<file path="src/sv/extent_free_list_allocator_top_defines.svh">
// ----------------------------------------------------------------------------
// extent_free_list_allocator_top_defines.svh
// Assertion macros used by the extent allocator top level.
// ----------------------------------------------------------------------------
`ifndef EXTENT_FREE_LIST_ALLOCATOR_TOP_DEFINES_SVH
`define EXTENT_FREE_LIST_ALLOCATOR_TOP_DEFINES_SVH

// Same-cycle implication, checked on every rising edge outside reset
`define EFLA_ASSERT_NOW(lbl, ante, cons, msg) \
  lbl: assert property (@(posedge clk) disable iff (rst) (ante) |-> (cons)) \
    else $error(msg);

// Next-cycle implication, checked on every rising edge outside reset
`define EFLA_ASSERT_NEXT(lbl, ante, cons, msg) \
  lbl: assert property (@(posedge clk) disable iff (rst) (ante) |=> (cons)) \
    else $error(msg);

`endif

</file>
<file path="src/sv/efla_pkg.sv">
// ----------------------------------------------------------------------------
// efla_pkg
// Types and constants of the extent free-list allocator.
// ----------------------------------------------------------------------------
`timescale 1ns / 1ps
`default_nettype none

package efla_pkg;

  // Total blocks managed; block 0 is never on the initial list
  localparam int unsigned NUM_BLOCKS = 1024;

  localparam int unsigned BLK_W     = 10;
  localparam int unsigned REC_DEPTH = 1 << BLK_W;

  // Initial free count, saturated to the count field
  localparam int unsigned INIT_COUNT_I =
      (NUM_BLOCKS - 1 > REC_DEPTH - 1) ? REC_DEPTH - 1 : NUM_BLOCKS - 1;
  localparam logic [BLK_W-1:0] INIT_COUNT = INIT_COUNT_I[BLK_W-1:0];

  // Block that holds the whole free run after reset
  localparam logic [BLK_W-1:0] FIRST_BLOCK = BLK_W'(1);

  // Request codes
  typedef enum logic {
    FUNC_ALLOC   = 1'b0,
    FUNC_RELEASE = 1'b1
  } func_t;

  // Free extent record: run length, link to next run, link valid
  typedef struct packed {
    logic             link_valid;
    logic [BLK_W-1:0] link;
    logic [BLK_W-1:0] run;
  } rec_t;

  localparam rec_t INIT_REC = '{link_valid: 1'b0, link: '0, run: INIT_COUNT};

  // List head pointer
  typedef struct packed {
    logic             valid;
    logic [BLK_W-1:0] blk;
  } head_t;

  // Record memory access from the controller
  typedef struct packed {
    logic             rd_en;
    logic             wr_en;
    logic [BLK_W-1:0] addr;
    rec_t             wdata;
  } mem_req_t;

  // One result word
  typedef struct packed {
    logic             head_valid;
    logic [BLK_W-1:0] head_block;
    logic [BLK_W-1:0] free_count;
    logic             success;
    logic [BLK_W-1:0] granted_block;
  } result_t;

endpackage

`default_nettype wire

</file>
<file path="src/sv/efla_ctrl.sv">
// ----------------------------------------------------------------------------
// efla_ctrl
// Request sequencer: list head, free count, record updates, result register.
// ----------------------------------------------------------------------------
`timescale 1ns / 1ps
`default_nettype none

module efla_ctrl
  import efla_pkg::*;
(
  input  wire logic             clk,
  input  wire logic             rst,
  input  wire logic             in_valid,
  output logic                  in_ready,
  input  wire func_t            func,
  input  wire logic [BLK_W-1:0] rel_block,
  output logic                  out_valid,
  input  wire logic             out_ready,
  output result_t               result,
  output mem_req_t              mem_req,
  input  wire rec_t             mem_rdata
);

  typedef enum logic [1:0] {
    S_IDLE  = 2'b01,
    S_RDATA = 2'b10
  } state_t;

  state_t           state, state_next;
  head_t            head, head_next;
  logic [BLK_W-1:0] free_total, free_total_next;
  logic             load_res;
  result_t          res_next;
  logic             accept;
  logic             can_alloc;
  logic [BLK_W-1:0] nb;

  assign in_ready  = (state == S_IDLE) && (!out_valid || out_ready);
  assign accept    = in_valid && in_ready;
  assign can_alloc = (free_total != '0) && head.valid;
  assign nb        = head.blk + BLK_W'(1);

  // Decide the memory access, next head and count, and the result
  always_comb begin
    state_next      = state;
    head_next       = head;
    free_total_next = free_total;
    load_res        = 1'b0;
    mem_req         = '0;
    res_next        = '0;
    res_next.success = 1'b1;

    unique case (state)
      S_IDLE: begin
        if (accept) begin
          if (func == FUNC_RELEASE) begin
            // push a one-block record in front of the head
            mem_req.wr_en            = 1'b1;
            mem_req.addr             = rel_block;
            mem_req.wdata.link_valid = head.valid;
            mem_req.wdata.link       = head.blk;
            mem_req.wdata.run        = BLK_W'(1);
            head_next.valid          = 1'b1;
            head_next.blk            = rel_block;
            if (free_total != '1) begin
              free_total_next = free_total + BLK_W'(1);
            end
            load_res = 1'b1;
          end else if (can_alloc) begin
            // fetch the head record
            mem_req.rd_en = 1'b1;
            mem_req.addr  = head.blk;
            state_next    = S_RDATA;
          end else begin
            // empty list: fail and hold state
            res_next.success = 1'b0;
            load_res         = 1'b1;
          end
        end
      end
      S_RDATA: begin
        res_next.granted_block = head.blk;
        if (mem_rdata.run > BLK_W'(1)) begin
          // shorten the run and move the head one block up
          mem_req.wr_en            = 1'b1;
          mem_req.addr             = nb;
          mem_req.wdata.link_valid = mem_rdata.link_valid;
          mem_req.wdata.link       = mem_rdata.link;
          mem_req.wdata.run        = mem_rdata.run - BLK_W'(1);
          head_next.valid          = 1'b1;
          head_next.blk            = nb;
        end else begin
          // follow the link to the next run
          head_next.valid = mem_rdata.link_valid;
          head_next.blk   = mem_rdata.link_valid ? mem_rdata.link : '0;
        end
        free_total_next = free_total - BLK_W'(1);
        load_res        = 1'b1;
        state_next      = S_IDLE;
      end
      default: begin
        state_next = S_IDLE;
      end
    endcase

    res_next.free_count = free_total_next;
    res_next.head_valid = head_next.valid;
    res_next.head_block = head_next.valid ? head_next.blk : '0;
  end

  // Advance control state
  always_ff @(posedge clk) begin
    if (rst) begin
      state      <= S_IDLE;
      head       <= '{valid: 1'b1, blk: FIRST_BLOCK};
      free_total <= INIT_COUNT;
      out_valid  <= 1'b0;
    end else begin
      state      <= state_next;
      head       <= head_next;
      free_total <= free_total_next;
      if (load_res) begin
        out_valid <= 1'b1;
      end else if (out_ready) begin
        out_valid <= 1'b0;
      end
    end
  end

  // Hold the result word
  always_ff @(posedge clk) begin
    if (load_res) begin
      result <= res_next;
    end
  end

endmodule

`default_nettype wire

</file>
<file path="config.mk">
export PLATFORM = sky130hd
export DESIGN_NAME = efla_ctrl
export DESIGN_NICKNAME = d
export VERILOG_FILES = /design/src/sv/extent_free_list_allocator_top_defines.svh /design/src/sv/efla_pkg.sv /design/src/sv/efla_ctrl.sv
export SDC_FILE = /design/constraint.sdc
export NUM_CORES = 1
export LEC_CHECK = 0
export BUFFER_PORTS_ARGS = -buffer_cell sky130_fd_sc_hd__buf_2
export CAP_MARGIN = 20
export CELL_PAD_IN_SITES_DETAIL_PLACEMENT = 0
export CELL_PAD_IN_SITES_GLOBAL_PLACEMENT = 1
export CORE_ASPECT_RATIO = 0.9
export CORE_MARGIN = 3
export CORE_UTILIZATION = 35
export CTS_CLUSTER_SIZE = 8
export DETAILED_ROUTE_END_ITERATION = 7
export PLACE_DENSITY = 0.82
export SETUP_SLACK_MARGIN = 0.1
export SYNTH_ARGS = -nofsm -noshare
export SYNTH_HDL_FRONTEND = slang
export SYNTH_SLANG_ARGS = --single-unit
</file>
<file path="constraint.sdc">
create_clock -name clk -period 3.5 [get_ports clk]
set_input_delay 0.175 -clock clk [delete_from_list [all_inputs] [get_ports clk]]
set_output_delay 0.175 -clock clk [all_outputs]
set_load 0.05 [all_outputs]
</file>
==> results.md <==
* Startpoint Class: flip-flop
* Postcts setup bufs at 0
* Clock Skew at 0.0112 ns
* Initial Util at 36.7%
* Avg Vias per Cell at 5.77
* Core Region at 9910 um^2
* Period minus WS final at 3.11 ns
* First-pass GRT wire length at 18400 um
* Area grow syn2layout at 22.5%
* Num CTS Buffers at 5
* Hold depth at 3
* Simple-gate share of the synthesized area at 27.4%
* Syn Nets at 465
* Register area at 1440 um^2
* Placer congestion estimate at 0.873
* Critical Path End Type: output port
* H-tree depth at 2
* Row cnt at 34
* Worst path max stage delay at 0.71 ns
* Syn Area/Cell at 8.62 um^2
* Total Routing Usage GR at 19.8%
* Congestion Overflow GR at 0
* Synth cell types at 61
* Via count of the routed design at 3680
* Fin util at 44.9%
* Root Driver: clkbuf_16
* Crit. Startpoint: state[1]$_SDFFE_PP0P_
* Clock transition at path regs at 0.08 ns
* Max clock buf depth at 2
* Layout cell share with drive strength beyond 1 at 28.3%
* Synth Area in Adders at 2.41%
* Sequential fraction of the synthesis area at 39.6%
* CP Capture Point: mem_req[28]
* Initial antenna violation count at 0
* CP arrival at 2.94 ns
* Initial DRC Count at 285
* Drc violations at 0
* TritonCTS clock tree: built
* Final wirelength at 11600 um
* Reg-to-Reg Start: free_total[0]$_SDFF_PP1_
* Synth Instances at 422
* Final HPWL DP at 8380 um
* Filler Cell Count at 979
* VDD IR max at 0.000320 V
* Setup TNS at 0 ns
* Die H at 103 um
* Pins Over Slew Limit at 0
* Final hold vios at 0
* WS Path Type: reg -> out
* Leak at 0.00180 uW
* Synth Cell Area at 3640 um^2
* Main combinational cell family by area after synthesis: simple AND/OR/NAND/NOR gates
* Number of global-route vias before repair at 3515
* Clk sink count at 56
* Ys flop type: edfxtp_1
* Number of synthesized flops with an enable pin at 32
* R2r setup slk at 0.51 ns
* Area occupied by multi-input gates at 2030 um^2
* Commonest non-fill, non-tap cell in the layout: buf_2
* Port Buffer Count at 102
* Ports at 103
* Worst flop-to-flop path endpoint: result[28]$_SDFFCE_PN0P_
* CP required at 3.32 ns
* Largest net degree at the start of global routing at 43
* Diode count at 0
* Critical-path cell list: inv_1 > ha_1 > and2_1 > nand2_1 > nor3_2 > a22oi_1 > a21oi_1 > buf_2
* Cells after DPL at 630
* CP top delay family: simple AND/OR/NAND/NOR gates
* Setup violations, final at 0
* Antenna-violating nets left at 0
* PD cells at 649 nW/um^2
* Finished Layout Cells at 638
* Final Net Count at 554
* Max-cap violations at 0
* Avg WL per Cell at 18.1 um
* Synth Area in Compound Gates at 21.8%
* Critical Path Stages at 8
* Achievable frequency at 321 MHz
* Clock Latency Late Sink at 0.30 ns
* Crit share post-route at 89.0%
* Ys async rst share at 0%
* Reg2Reg Depth at 7
* Least-Margin Pin Slew at 1.00 ns
* Status: finished clean
* Critical path fanouts, max at 10
* # hold bufs at CTS at 0
* Critical path's slowest cell: nor3_2
* RSZ-0062 raised after global routing: no
* Die area at 11600 um^2
* CTS-repair resized insts at 0
* Min-delay worst type: in -> reg
* DRT Pass-1 Iters at 5
* Ys Warns at 0
* Slew headroom at 32.9%
* Mux contribution to synthesized area at 1.17%
* Flops & latches, synth at 56
* Die width at 113 um
* Most frequent cells in the layout: buf_2, nor2_1, nand2_1
* Worst Path Buf+Inv at 2
* Synth Area in XOR/XNOR at 2.41%
==> through the flow <==
| step | hold slack (ns) | total power (uW) | instance area, um^2 | setup WS, ns |
|---|---|---|---|---|
| after floorplan | 0.275 | 1970 | 3640 | 0.348 |
| after global placement | 0.452 | 2290 | 4280 | 0.613 |
| after detailed placement | 0.463 | 2300 | 4280 | 0.545 |
| after CTS | 0.153 | 2890 | 4450 | 0.421 |
| after global routing | 0.175 | 3060 | 4450 | 0.259 |
| final | 0.152 | 2890 | 4450 | 0.387 |
==> area by class of cell <==
| class | count | area share (%) |
|---|---|---|
| flip-flops and latches | 56 | 32.4 |
| clock buffers | 5 | 2.81 |
| repair buffers | 114 | 13.5 |
| inverters | 14 | 1.18 |
| multi-input cells | 320 | 45.5 |
| clock inverters | 3 | 1.07 |
| well taps | 126 | 3.54 |
==> cells in the mapped netlist, drive strengths merged, types with 6 or more instances <==
library cell / number / share of area [%]
or3: 6 / 1.1
a31oi: 6 / 1.0
nand3: 11 / 1.5
a211oi: 6 / 1.6
nand2b: 6 / 1.0
edfxtp: 32 / 26
nor2: 48 / 5.0
nor4: 8 / 1.8
nand4: 12 / 2.1
o21ai: 22 / 3.0
nor3: 20 / 2.8
clkbuf: 28 / 2.9
a22o: 11 / 2.6
nand2: 43 / 4.4
or4: 7 / 1.4
a21oi: 21 / 3.0
inv: 14 / 1.4
dfxtp: 24 / 13
and2: 11 / 1.9
ha: 7 / 2.4
==> power breakdown <==
part	internal, uW	leakage, uW	switching (uW)
logic	381	0.00122	918
clock network	341	0.0000840	244
registers	862	0.000493	144
total	1580	0.00180	1310
==> worst min-delay path by stage <==
stage / startpoint / end / slack [ns]
floorplan: rst / free_total[7]$_SDFF_PP1_ / 0.27
global placement: mem_rdata[11] / head[1]$_SDFF_PP0_ / 0.45
detailed placement: mem_rdata[11] / head[1]$_SDFF_PP0_ / 0.46
CTS: mem_rdata[11] / head[1]$_SDFF_PP0_ / 0.15
global route: mem_rdata[11] / head[1]$_SDFF_PP0_ / 0.18
finish: mem_rdata[11] / head[1]$_SDFF_PP0_ / 0.15
==> logic make-up (layout without fill, tap and decap cells) <==
logic type / Yosys count / count (layout)
muxes: 4 / 4
xor gates and xnor gates: 10 / 10
AOI/OAI and AO/OA: 106 / 106
and+or+nand+nor: 193 / 193
adders and majority gates: 7 / 7
buffers and inverters: 46 / 136
DFF: 56 / 56
==> worst min-delay path, cell delays in order <==
cell      delay (ns)
buf_2           0.09
a211oi_1        0.07
nor2_1          0.07
==> sequential cells by signal, indices dropped and copies added, names as in the netlist <==
name and flops:
free_total 10, head 11, out_valid 1, result 32
state 2
==> metal layers <==
metal / vias up / share of wire (%) / track usage [%]
li1: 1753 / - / -
met1: 1746 / 44 / 26.6
met2: 157 / 47 / 33.3
met3: 24 / 7.8 / 3.29
met4: 0 / 1.3 / 5.18
met5: - / 0 / 0
(Power assumes the default switching activity.)
